--- src/rtl/fdc_pkg.sv ---
package fdc_pkg;

   localparam int LenWidth   = 16;
   localparam int HuntSpan   = 16;
   localparam int TimerWidth = 16;
   localparam int HuntCntW   = $clog2(HuntSpan + 1);

   localparam logic [15:0] HDR_BYTES      = 16'd29;
   localparam logic [15:0] SMALLEST_FRAME = 16'd33;

   localparam logic [2:0] PH_HUNT    = 3'd0;
   localparam logic [2:0] PH_HEADER  = 3'd1;
   localparam logic [2:0] PH_PAYLOAD = 3'd2;
   localparam logic [2:0] PH_CRC     = 3'd3;

   localparam logic [1:0] REQ_BYTE  = 2'd0;
   localparam logic [1:0] REQ_TICK  = 2'd1;
   localparam logic [1:0] REQ_CLEAR = 2'd2;

   localparam logic [1:0] KIND_PAYLOAD = 2'd0;
   localparam logic [1:0] KIND_VERDICT = 2'd1;
   localparam logic [1:0] KIND_ERROR   = 2'd2;

   localparam logic [1:0] ERR_NONE  = 2'd0;
   localparam logic [1:0] ERR_MAGIC = 2'd1;
   localparam logic [1:0] ERR_LEN   = 2'd2;
   localparam logic [1:0] ERR_CRC   = 2'd3;

   localparam logic [2:0] ADDR_MAGIC  = 3'd0;
   localparam logic [2:0] ADDR_MIN    = 3'd1;
   localparam logic [2:0] ADDR_MAX    = 3'd2;
   localparam logic [2:0] ADDR_WINDOW = 3'd3;
   localparam logic [2:0] ADDR_LIMIT  = 3'd4;

   typedef struct packed {
      logic [15:0] magic_word;
      logic [15:0] min_frame_bytes;
      logic [15:0] max_frame_bytes;
      logic [15:0] error_window_ms;
      logic [3:0]  error_limit;
   } cfg_type;

   typedef struct packed {
      logic [1:0]  out_kind;
      logic [7:0]  payload_byte;
      logic [15:0] msg_type;
      logic [31:0] seq_number;
      logic [63:0] request_id;
      logic [63:0] timestamp_ms;
      logic [1:0]  error_code;
      logic        must_disconnect;
      logic [15:0] discarded_count;
   } rsp_type;

   // error window request from the deframer to the window
   typedef struct packed {
      logic tick;
      logic clear;
      logic err;
   } win_req_type;

   function automatic logic [31:0] crc_byte(input logic [31:0] crc, input logic [7:0] b);
      logic [31:0] c;
      c = crc ^ {24'd0, b};
      for (int k = 0; k < 8; k++) begin
         c = (c >> 1) ^ (32'hEDB88320 & {32{c[0]}});
      end
      return c;
   endfunction

endpackage

--- src/rtl/fdc_core.sv ---
module fdc_core import fdc_pkg::*; (
   input  logic        clock,
   input  logic        reset,
   input  cfg_type     cfg,
   input  logic        go,
   input  logic [1:0]  req_type,
   input  logic [7:0]  rx_byte,
   input  logic        disc,
   output win_req_type win,
   output logic        res_valid,
   output rsp_type     res
);
   logic [2:0]          phase_ff, phase_in;
   logic [7:0]          prev_ff, prev_in;
   logic                pvalid_ff, pvalid_in;
   logic [15:0]         idx_ff, idx_in;
   logic [31:0]         len_ff, len_in;
   logic [15:0]         type_ff, type_in;
   logic [31:0]         seq_ff, seq_in;
   logic [63:0]         reqid_ff, reqid_in;
   logic [63:0]         stamp_ff, stamp_in;
   logic [31:0]         crc_ff, crc_in;
   logic [31:0]         rcrc_ff, rcrc_in;
   logic [HuntCntW-1:0] hunt_ff, hunt_in;
   logic [31:0]         len_new, rcrc_new;
   logic [15:0]         idx_inc, lo;
   logic                len_bad;

   assign idx_inc  = idx_ff + 16'd1;
   assign len_new  = {len_ff[23:0], rx_byte};
   assign rcrc_new = {rcrc_ff[23:0], rx_byte};
   assign lo       = (cfg.min_frame_bytes < SMALLEST_FRAME) ? SMALLEST_FRAME : cfg.min_frame_bytes;
   assign len_bad  = (len_new[31:LenWidth] != '0) || (len_new < {16'd0, lo})
                  || (len_new > {16'd0, cfg.max_frame_bytes});

   always_comb begin
      phase_in = phase_ff; prev_in = prev_ff; pvalid_in = pvalid_ff; idx_in = idx_ff;
      len_in = len_ff; type_in = type_ff; seq_in = seq_ff; reqid_in = reqid_ff;
      stamp_in = stamp_ff; crc_in = crc_ff; rcrc_in = rcrc_ff; hunt_in = hunt_ff;
      win = '0;
      res_valid = 1'b0;
      res = '0;
      if (go && req_type == REQ_TICK) begin
         win.tick = 1'b1;
      end else if (go && req_type == REQ_CLEAR) begin
         win.clear = 1'b1;
         phase_in = PH_HUNT; pvalid_in = 1'b0; prev_in = 8'd0; hunt_in = '0; idx_in = 16'd0;
      end else if (go && req_type == REQ_BYTE) begin
         unique case (phase_ff)
            PH_HUNT: begin
               if (pvalid_ff && {prev_ff, rx_byte} == cfg.magic_word) begin
                  crc_in = crc_byte(crc_byte(32'hFFFFFFFF, prev_ff), rx_byte);
                  phase_in = PH_HEADER; idx_in = 16'd2; len_in = '0; type_in = '0;
                  seq_in = '0; reqid_in = '0; stamp_in = '0; rcrc_in = '0;
                  pvalid_in = 1'b0; hunt_in = '0;
                  if (hunt_ff != '0) begin
                     win.err = 1'b1; res_valid = 1'b1;
                     res.out_kind = KIND_ERROR; res.error_code = ERR_MAGIC;
                     res.must_disconnect = disc;
                     res.discarded_count = 16'(hunt_ff);
                  end
               end else begin
                  prev_in = rx_byte; pvalid_in = 1'b1;
                  if (pvalid_ff) begin
                     if (hunt_ff + 1'b1 >= HuntCntW'(HuntSpan)) begin
                        hunt_in = '0;
                        win.err = 1'b1; res_valid = 1'b1;
                        res.out_kind = KIND_ERROR; res.error_code = ERR_MAGIC;
                        res.must_disconnect = disc;
                        res.discarded_count = 16'(hunt_ff + 1'b1);
                     end else begin
                        hunt_in = hunt_ff + 1'b1;
                     end
                  end
               end
            end
            PH_HEADER: begin
               crc_in = crc_byte(crc_ff, rx_byte);
               idx_in = idx_inc;
               if (idx_ff <= 16'd6) begin
                  if (idx_ff >= 16'd3) len_in = len_new;
               end else if (idx_ff <= 16'd8) type_in = {type_ff[7:0], rx_byte};
               else if (idx_ff <= 16'd12) seq_in = {seq_ff[23:0], rx_byte};
               else if (idx_ff <= 16'd20) reqid_in = {reqid_ff[55:0], rx_byte};
               else stamp_in = {stamp_ff[55:0], rx_byte};
               if (idx_inc >= HDR_BYTES)
                  phase_in = (len_ff > {16'd0, SMALLEST_FRAME}) ? PH_PAYLOAD : PH_CRC;
               if (idx_ff == 16'd6 && len_bad) begin
                  win.err = 1'b1; res_valid = 1'b1;
                  res.out_kind = KIND_ERROR; res.error_code = ERR_LEN;
                  res.must_disconnect = 1'b1; res.discarded_count = 16'd7;
                  phase_in = PH_HUNT; pvalid_in = 1'b0; prev_in = 8'd0;
                  hunt_in = '0; idx_in = 16'd0;
               end
            end
            PH_PAYLOAD: begin
               crc_in = crc_byte(crc_ff, rx_byte);
               idx_in = idx_inc;
               if ({16'd0, idx_inc} >= len_ff - 32'd4) phase_in = PH_CRC;
               res_valid = 1'b1;
               res.out_kind = KIND_PAYLOAD; res.payload_byte = rx_byte;
            end
            default: begin
               rcrc_in = rcrc_new;
               idx_in = idx_inc;
               if ({16'd0, idx_inc} >= len_ff) begin
                  res_valid = 1'b1;
                  res.out_kind = KIND_VERDICT;
                  res.msg_type = type_ff; res.seq_number = seq_ff;
                  res.request_id = reqid_ff; res.timestamp_ms = stamp_ff;
                  if (rcrc_new != ~crc_ff) begin
                     win.err = 1'b1;
                     res.error_code = ERR_CRC; res.must_disconnect = disc;
                     res.discarded_count = len_ff[15:0];
                  end
                  phase_in = PH_HUNT; pvalid_in = 1'b0; prev_in = 8'd0;
                  hunt_in = '0; idx_in = 16'd0;
               end
            end
         endcase
      end
   end

   always_ff @(posedge clock) begin
      if (reset) begin
         phase_ff <= PH_HUNT; prev_ff <= '0; pvalid_ff <= 1'b0; idx_ff <= '0;
         len_ff <= '0; type_ff <= '0; seq_ff <= '0; reqid_ff <= '0; stamp_ff <= '0;
         crc_ff <= '1; rcrc_ff <= '0; hunt_ff <= '0;
      end else begin
         phase_ff <= phase_in; prev_ff <= prev_in; pvalid_ff <= pvalid_in; idx_ff <= idx_in;
         len_ff <= len_in; type_ff <= type_in; seq_ff <= seq_in; reqid_ff <= reqid_in;
         stamp_ff <= stamp_in; crc_ff <= crc_in; rcrc_ff <= rcrc_in; hunt_ff <= hunt_in;
      end
   end
endmodule

--- config.mk ---
export PLATFORM = sky130hd
export DESIGN_NAME = fdc_core
export DESIGN_NICKNAME = d
export VERILOG_FILES = /design/src/rtl/fdc_pkg.sv /design/src/rtl/fdc_core.sv
export SDC_FILE = /design/constraint.sdc
export NUM_CORES = 1
export LEC_CHECK = 0
export ABC_AREA = 1
export BUFFER_PORTS_ARGS = -buffer_cell sky130_fd_sc_hd__buf_2
export CAP_MARGIN = 20
export CORE_ASPECT_RATIO = 0.8
export CORE_MARGIN = 2
export CORE_UTILIZATION = 30
export DETAILED_ROUTE_END_ITERATION = 8
export SLEW_MARGIN = 25
export SYNTH_ARGS = -nofsm -noshare
export SYNTH_HDL_FRONTEND = slang
export SYNTH_SLANG_ARGS = --single-unit
--- constraint.sdc ---
create_clock -name clock -period 5.55 [get_ports clock]
set_input_delay 0.2775 -clock clock [delete_from_list [all_inputs] [get_ports clock]]
set_output_delay 0.2775 -clock clock [all_outputs]
set_load 0.02 [all_outputs]
==> metrics.cfg, run 1 <==
[grt]
antenna_found_initial=1
grt_overflow=0
grtUsageTotal_pct=18.10
first_global_vias=15810
grt_pass1_wl_um=91070
grt_max_degree=153

[setup_path]
cp_slowest_cell=dfxtp_1
endpoint_kind=primary output
slowest_delay_ns=0.52
cp.required_ns=5.27
cp_max_fo=11
cp.arrival_ns=4.48
worstSetupStartpointType=flop
r2r_slack_ns=1.34
crit_buf_inv=3
cp_top_family=simple AND/OR/NAND/NOR gates
worstSetupPathType=reg -> out
cpMostUsedCell=nand2_1
path_cells=nand2_1 > nor2_1 > nand2_1 > nor4_1 > xor2_1 > ha_1 > nand4_1 > nor2_1 > a21boi_0 > o21ai_0 > nand2_1 > nand2_1 > nand2_1 > inv_1 > nor2_1 > inv_1 > a311oi_1 > buf_2
path_depth=18
reg2reg_depth=16

[sta]
whs_ns=0.1071
finalMaxSlewViolations=0
slew_headroom_pct=35.59
clock.fmax_mhz=210.4
hold_viol=0
tightest_slew_ns=0.9631
finalSetupTns_ns=0
rsz0062_at_grt=false
period_minus_slack_ns=4.754
finalSetupViolations=0
fin_skew_ns=0.01364
period_share_pct=85.65

[cells_and_area]
fillers=6573
final_util_pct=35.39
fin_nets=3025
drive_gt1_share_pct=13.89
instances_no_fill=3682
n_antenna_cell=0
final_common_cell=nor2_1
synthToLayoutAreaGrowth_pct=17.33
layout_common_cells=nor2_1 (482), inv_1 (385), nand2_1 (350), dfxtp_1 (296), buf_2 (269)

[outcome]
status=finished clean

[power]
p_leak_nw=9.472
ir_drop_v=0.0001769
power_w=0.005592
power_density_nw_per_um2=259.8

[synthesis]
synth_top_area_share_pct=32.31
avgSynthCellArea_um2=6.836
syn_nets=2839
async_flop_share_pct=0
synth_ff_type=dfxtp_1
synth-edff-count=0
ys_ff_latch=296
ys_top_cells_by_area=dfxtp_1 (32%), nor2_1 (9.9%), inv_1 (7.9%)
syn-cell-area_um2=18340
yosysSeqAreaShare_pct=32.31
synthCells=2683
yosysTopAreaCell=dfxtp_1
yosys_warnings=0
ys_types=56

[run]
cap_violations=0

[clock_network]
post_cts_buffers=0
clk_path_buf_depth=3
cts_made_buffers=35
cts_tree=yes
clock_sinks=296
cts-root-buf=clkbuf_16
ctsHoldBuffers=0
ctsResizeCount=0
htree_levels=2
clock_latency_ns=0.54
clk_pin_slew_ns=0.06

[die]
die_h_um=225.2
dieArea_um2=63140
initial_utilization_pct=30.16
die_w_um=280.4
design.core.area_um2=60810
rows=81
io-pin-count=291

[placed_design]
placed_cells=3620
routabilityCongestion=0.9238
hpwl_um=42710
port_buffers=270

[drt]
wire_per_inst_um=15.91
wirelength_um=58600
drc=0
drtIter0Drc=1281
firstDrtPassIters=5
antenna_left=0
vias_per_cell=4.759
vias=17520

[worst_hold_path]
hp-class=in -> reg
whs_path_depth=3

cells in the mapped netlist, types with 3 or more instances:
| cell type | n |
|---|---|
| or2_1 | 10 |
| nor3_1 | 52 |
| a211o_1 | 3 |
| a31oi_1 | 3 |
| nand4_1 | 34 |
| dfxtp_1 | 296 |
| xor2_4 | 3 |
| nor2_1 | 484 |
| xnor2_1 | 55 |
| xor2_1 | 129 |
| inv_2 | 20 |
| ha_1 | 74 |
| xor2_2 | 3 |
| buf_1 | 11 |
| nand3_1 | 70 |
| buf_2 | 20 |
| o211ai_1 | 11 |
| o2111ai_1 | 3 |
| or2_2 | 8 |
| o21bai_1 | 5 |
| o21ai_0 | 83 |
| o211a_1 | 3 |
| inv_1 | 386 |
| o221ai_1 | 4 |
| o22ai_1 | 6 |
| clkbuf_1 | 106 |
| nand2_1 | 352 |
| o21ai_1 | 27 |
| xnor2_2 | 5 |
| a22oi_1 | 113 |
| a211oi_1 | 65 |
| a21oi_1 | 195 |
| nor4_1 | 13 |
| clkinv_1 | 3 |
routing by layer:
layer | share of wire [%] | up-vias | global-route usage (%)
li1 | - | 9050 | -
met1 | 50 | 8023 | 26.40
met2 | 43 | 383 | 27.48
met3 | 5.1 | 66 | 3.079
met4 | 2.1 | 2 | 4.433
met5 | 0.026 | - | 0
flip-flops by register name (all words and copies together), names as in the netlist, 8 cells and up:
| name | cells |
|---|---|
| idx_ff | 16 |
| prev_ff | 8 |
| rcrc_ff | 24 |
| seq_ff | 32 |
| crc_ff | 32 |
| len_ff | 32 |
| reqid_ff | 64 |
| type_ff | 16 |
| stamp_ff | 64 |
final timing paths:
| check | end | start |
|---|---|---|
| setup / recovery | res[0] | idx_ff[2] |
| hold / removal | rcrc_ff[1] | rx_byte[1] |
| setup reg to reg | prev_ff[7] | idx_ff[2] |
| hold reg to reg | type_ff[11] | type_ff[11] |
area by class of cell:
class / instances / area, um^2 / share of cell area [%]
sequential: 296 / 5926 / 27.53
clock buffer: 50 / 1023 / 4.756
multi-input combinational: 1840 / 10390 / 48.28
inverter: 409 / 1535 / 7.134
tap: 788 / 985.9 / 4.581
clock inverter: 12 / 162.7 / 0.7558
timing repair buffer: 287 / 1498 / 6.959
metrics by stage:
stage,area (um^2),worst slack (ns)
final,21520,0.7963
after detailed placement,20330,1.442
after floorplan,18340,2.009
after CTS,21510,0.8308
after global routing,21520,0.4076
after global placement,20330,1.427
tightest hold or removal path: stages:
cell and delay [ns]:
buf_2 0.17, nand2_1 0.09, a21oi_1 0.06
power breakdown:
part	internal [W]	switching, W	leakage, nW
Combinational	0.000375	0.000662	6.51
Clock	0.00143	0.000965	0.576
Sequential	0.00214	0.0000217	2.39
Total	0.00394	0.00165	9.47
logic make-up (layout without fill, tap and decap cells):
kind of cell | after synthesis | count (layout) | share of synthesized area [%]
XOR/XNOR | 197 | 197 | 10.25
buffers and inverters | 547 | 758 | 11.35
AO/OA/AOI/OAI | 535 | 535 | 17.93
AND/OR/NAND/NOR | 1034 | 1034 | 23.12
flip-flops | 296 | 296 | 32.31
adder cells (fa/ha/maj) | 74 | 74 | 5.048
Note: power is estimated with default switching activity, not from simulation.
==> run 2: changes to the inputs <==
Clock period 5.55 ns to 4.75 ns, I/O delays scaled along.
==> run 2 against run 1 <==
Compared with the run above: clock power is 21% higher; sequential share of layout area is 0.14 points lower; combinational power grew 17%; largest cell class unchanged; highest routed layer is now met4; via count grew 0.90%; final cell count about the same; hold slack worse by 0.050 ns; core utilization up 0.20 points; clock skew increased by 0.018 ns; critical path depth rose by 1; sequential power is 17% higher; critical endpoint unchanged; sequential cell count unchanged; global-route usage up 0.17 points.
==> metrics.cfg, run 2 (synthesis results as in run 1) <==
[grt]
antenna_found_initial=1
grt_overflow=0
grt_max_degree=188
grt_pass1_wl_um=91860
first_global_vias=16120
grtUsageTotal_pct=18.26

[clock_network]
cts_made_buffers=34
clock_sinks=296
cts-root-buf=clkbuf_16
clk_pin_slew_ns=0.06
clk_path_buf_depth=3
cts_tree=yes
htree_levels=2
ctsHoldBuffers=0
clock_latency_ns=0.55

[setup_path]
worstSetupStartpointType=flop
slowest_delay_ns=0.44
cp.arrival_ns=4.10
path_cells=ha_2 > inv_1 > nor3_2 > nand4_1 > xor2_2 > inv_1 > ha_1 > nand4_1 > nor2_1 > a21boi_0 > o21ai_0 > nand2_1 > nand2_1 > nand2_1 > inv_1 > nor2_2 > inv_1 > a311oi_1 > buf_2
crit_buf_inv=5
worstSetupPathType=reg -> out
cp_max_fo=6
endpoint_kind=primary output
cp.required_ns=4.51
cp_top_family=simple AND/OR/NAND/NOR gates
cpMostUsedCell=inv_1
cp_slowest_cell=dfxtp_1

[sta]
whs_ns=0.05693
clock.fmax_mhz=230.8
finalSetupTns_ns=0
finalMaxSlewViolations=0
period_minus_slack_ns=4.334
period_share_pct=91.23
setup_ws_ns=0.4164
slew_headroom_pct=35.75
tightest_slew_ns=0.9569
finalSetupViolations=0
hold_viol=0
fin_skew_ns=0.03188

[die]
design.core.area_um2=60810
die_w_um=280.4
rows=81
die_h_um=225.2
io-pin-count=291
dieArea_um2=63140
initial_utilization_pct=30.16

[drt]
wire_per_inst_um=15.94
drtIter0Drc=1582
wirelength_um=58740
vias_per_cell=4.798
antenna_left=0
firstDrtPassIters=5
vias=17680
drc=0

[placed_design]
place_area_um2=20390
port_buffers=270
routabilityCongestion=0.8990
place_ws_ns=0.7453
hpwl_um=42610

[power]
switching_share_pct=28.70
pwr-share-comb_pct=18.4
power_density_nw_per_um2=307.0
ir_drop_v=0.0001794
p_leak_nw=9.527
seq_power_share_pct=37.9
power_switching_w=0.001907
power_w=0.006644
p_int_w=0.004737
clockPowerShare_pct=43.7

[cells_and_area]
fin_nets=3029
drive_gt1_share_pct=14.19
design_area_um2=21640
final_common_cell=nor2_1
synthToLayoutAreaGrowth_pct=18.00
reg_top3=reqid_ff (64), stamp_ff (64)
n_antenna_cell=0
layout_common_cells=nor2_1 (479), inv_1 (385), nand2_1 (351), dfxtp_1 (294), buf_2 (269)

[worst_hold_path]
hp-class=in -> reg

[outcome]
status=finished clean

[run]
cap_violations=0

[run 2: power groups by stage]
stage / Combinational, W / Clock, W / Sequential (W)
after detailed placement: 0.00122 / 0 / 0.00257
after floorplan: 0.000922 / 0 / 0.00256
final: 0.00122 / 0.00290 / 0.00252
after global placement: 0.00121 / 0 / 0.00257
after CTS: 0.00122 / 0.00298 / 0.00252
after global routing: 0.00138 / 0.00307 / 0.00252
[run 2: per-layer routing]
| metal | share of wire (%) | up-vias | GRT usage [%] |
|---|---|---|---|
| li1 | - | 9063 | - |
| met1 | 49 | 8126 | 26.51 |
| met2 | 44 | 438 | 28.06 |
| met3 | 5.9 | 55 | 3.245 |
| met4 | 1.4 | 0 | 3.899 |
| met5 | 0 | - | 0 |
[run 2: path summary, 6_finish.rpt]
check	start	slack, ns	cells after the start	to
hold / removal	rx_byte[1]	0.06	3	rcrc_ff[1]
hold reg to reg	type_ff[11]	0.46	2	type_ff[11]
setup reg to reg	idx_ff[0]	0.83	16	prev_ff[2]
setup / recovery	idx_ff[1]	0.42	19	res[0]
[run 2: tightest hold or removal path, cell delays in order]
cell and delay [ns]:
buf_2 0.17, nand2_1 0.09, a21oi_1 0.06
[run 2: layout make-up]
class                      instances  area, um^2
multi-input combinational       1840       10410
clock buffer                      52        1052
sequential                       296        5928
inverter                         409        1535
clock inverter                     8       167.7
timing repair buffer             292        1560
fill                            6584       39170
tap                              788       985.9
[run 2: through the flow]
| step | util, % | std cells |
|---|---|---|
| finish | 35.59 | 3685 |
| global route | 35.59 | 3685 |
| CTS | 35.54 | 3685 |
| detailed placement | 33.53 | 3625 |
| global placement | 33.53 | 3625 |
| floorplan | - | 2683 |
[run 2: what timing repair did]
item | CTS | global route
hold endpoints to repair | 0 | 0
endpoints found under the setup margin | 0 | 161
gates resized for setup | 0 | 9
buffers inserted | 0 | 0
==> run 3: changes to the inputs <==
Settings changed: CORE_UTILIZATION 30 to 40, CTS_BUF_LIST set to sky130_fd_sc_hd__clkbuf_8 sky130_fd_sc_hd__clkbuf_16.
==> run 3 against run 2 <==
Compared with the run above: die area fell by 25%; via count rose by 2.7%; routed wire length rose by 1.9%; critical path depth fell by 3; final cell count fell by 4.5%; clock skew fell by 0.0074 ns; first-iteration DRC count rose by 2.3%; design area fell by 1.2%; sequential share of layout area rose by 0.36 points; non-clock buffer count rose by 8; combinational power barely moved; sequential cell count did not move; critical path type unchanged; largest cell class unchanged; largest power group unchanged.
==> metrics.cfg, run 3 (synthesis results as in run 1) <==
[setup_path]
cp.arrival_ns=4.18
cp.required_ns=4.51
worstSetupPathType=reg -> out
endpoint_kind=primary output
cp_max_fo=76
reg2reg_depth=17
worstSetupStartpointType=flop

[sta]
period_share_pct=93.02
finalMaxSlewViolations=0
rsz0062_at_grt=false
hold_viol=0
setup_ws_ns=0.3314
finalSetupTns_ns=0
clock.fmax_mhz=226.3
period_minus_slack_ns=4.419
fin_skew_ns=0.02444
slew_headroom_pct=38.60
tightest_slew_ns=0.9145
finalSetupViolations=0

[grt]
antenna_found_initial=3
grt_pass1_wl_um=94060
first_global_vias=17050
grtUsageTotal_pct=24.43
grt_overflow=0
grt_max_degree=105

[drt]
wirelength_um=59870
vias_per_cell=5.163
vias=18170
dr_wl_met3_um=2889
wl_met2_um=26450
drc=0
wire_per_inst_um=17.02
drtIter0Drc=1618
top_layer=met5
drt-met1-wl_um=28990
antenna_left=0
firstDrtPassIters=5

[placed_design]
place_ws_ns=0.5720
port_buffers=270
routabilityCongestion=0.9060
place_area_um2=20190
hpwl_um=44190
placed_cells=3456

[die]
die_w_um=243.4
io-pin-count=291
design.core.area_um2=45460
die_h_um=195.5
initial_utilization_pct=40.35
dieArea_um2=47590
rows=70

[clock_network]
clock_latency_ns=0.59
clock_sinks=296
htree_levels=1
cts_tree=yes
clk_pin_slew_ns=0.07
clk_path_buf_depth=3
cts_made_buffers=31
cts-root-buf=clkbuf_16
ctsHoldBuffers=0

[outcome]
status=finished clean

[cells_and_area]
instances_no_fill=3518
synthToLayoutAreaGrowth_pct=16.55
drive_gt1_share_pct=14.81
layout_common_cells=nor2_1 (479), inv_1 (386), nand2_1 (351), dfxtp_1 (291), buf_2 (269)
design_area_um2=21380
final_common_cell=nor2_1
fin_nets=3035
final_util_pct=47.03
reg_top3=reqid_ff (64), stamp_ff (64)

[run]
cap_violations=0

[power]
ir_drop_v=0.0002942
p_leak_nw=9.521
power_density_nw_per_um2=298.9

[worst_hold_path]
whs_path_depth=3
hp-class=in -> reg

-- run 3: cell count changes in the layout (fill, tap and decap cells not counted), sizes merged --
| cell | previous run | this run |
|---|---|---|
| clkinv | 5 | 14 |
| clkbuf | 52 | 36 |
| nand3 | 71 | 72 |
| buf | 292 | 300 |
| diode | 0 | 2 |
| clkinvlp | 1 | 4 |
| inv | 406 | 408 |
-- run 3: metrics by stage --
stage               hold WS (ns)  power, W
finish                   0.04507  0.006390
global route             0.04693  0.006669
CTS                      0.02050  0.006431
detailed placement        0.4529  0.003790
global placement          0.4496  0.003776
floorplan                 0.3863  0.003484
-- run 3: worst max-delay path, cell delays in order, from the launching register on --
cell	delay, ns
dfxtp_2	0.43
nand2_1	0.11
nor2_2	0.16
nand2_1	0.19
xor2_1	0.20
buf_4	0.17
ha_1	0.29
inv_1	0.07
o31ai_1	0.28
inv_1	0.12
a21oi_1	0.15
o21ai_0	0.09
nand3_1	0.22
nand3_4	0.35
buf_12	0.34
nor2_1	0.18
buf_2	0.20
-- run 3: area by class of cell --
type	instances	area (um^2)
Clock buffer	36	844.6
Antenna cell	2	5.005
Timing Repair Buffer	300	1595
Fill cell	4716	24080
Tap cell	612	765.7
Sequential cell	296	5932
Clock inverter	22	260.3
Multi-Input combinational cell	1841	10440
Inverter	409	1535
-- run 3: report_power, final --
| group | switching, W | internal [W] |
|---|---|---|
| Combinational | 0.000786 | 0.000441 |
| Sequential | 0.0000261 | 0.00250 |
| Clock | 0.00109 | 0.00155 |
-- run 3: timing repair --
| action | in CTS | in global routing |
|---|---|---|
| cloned | 1 | 0 |
| resized for setup | 1 | 15 |
| setup buffers | 0 | 1 |
| endpoints found under the setup margin | 127 | 179 |
| pin swaps | 0 | 3 |
-- run 3: worst paths after layout --
| check | slack [ns] | endpoint | start |
|---|---|---|---|
| hold reg to reg | 0.46 | seq_ff[24] | seq_ff[24] |
| setup / recovery | 0.33 | res[102] | idx_ff[2] |
| setup reg to reg | 0.83 | prev_ff[5] | idx_ff[0] |
| hold / removal | 0.05 | rcrc_ff[1] | rx_byte[1] |
-- run 3: metal layers --
metal,global-route usage (%),up-vias
met5,0,-
met4,6.476,2
met3,2.900,86
met2,38.71,454
met1,35.01,8557
li1,-,9066
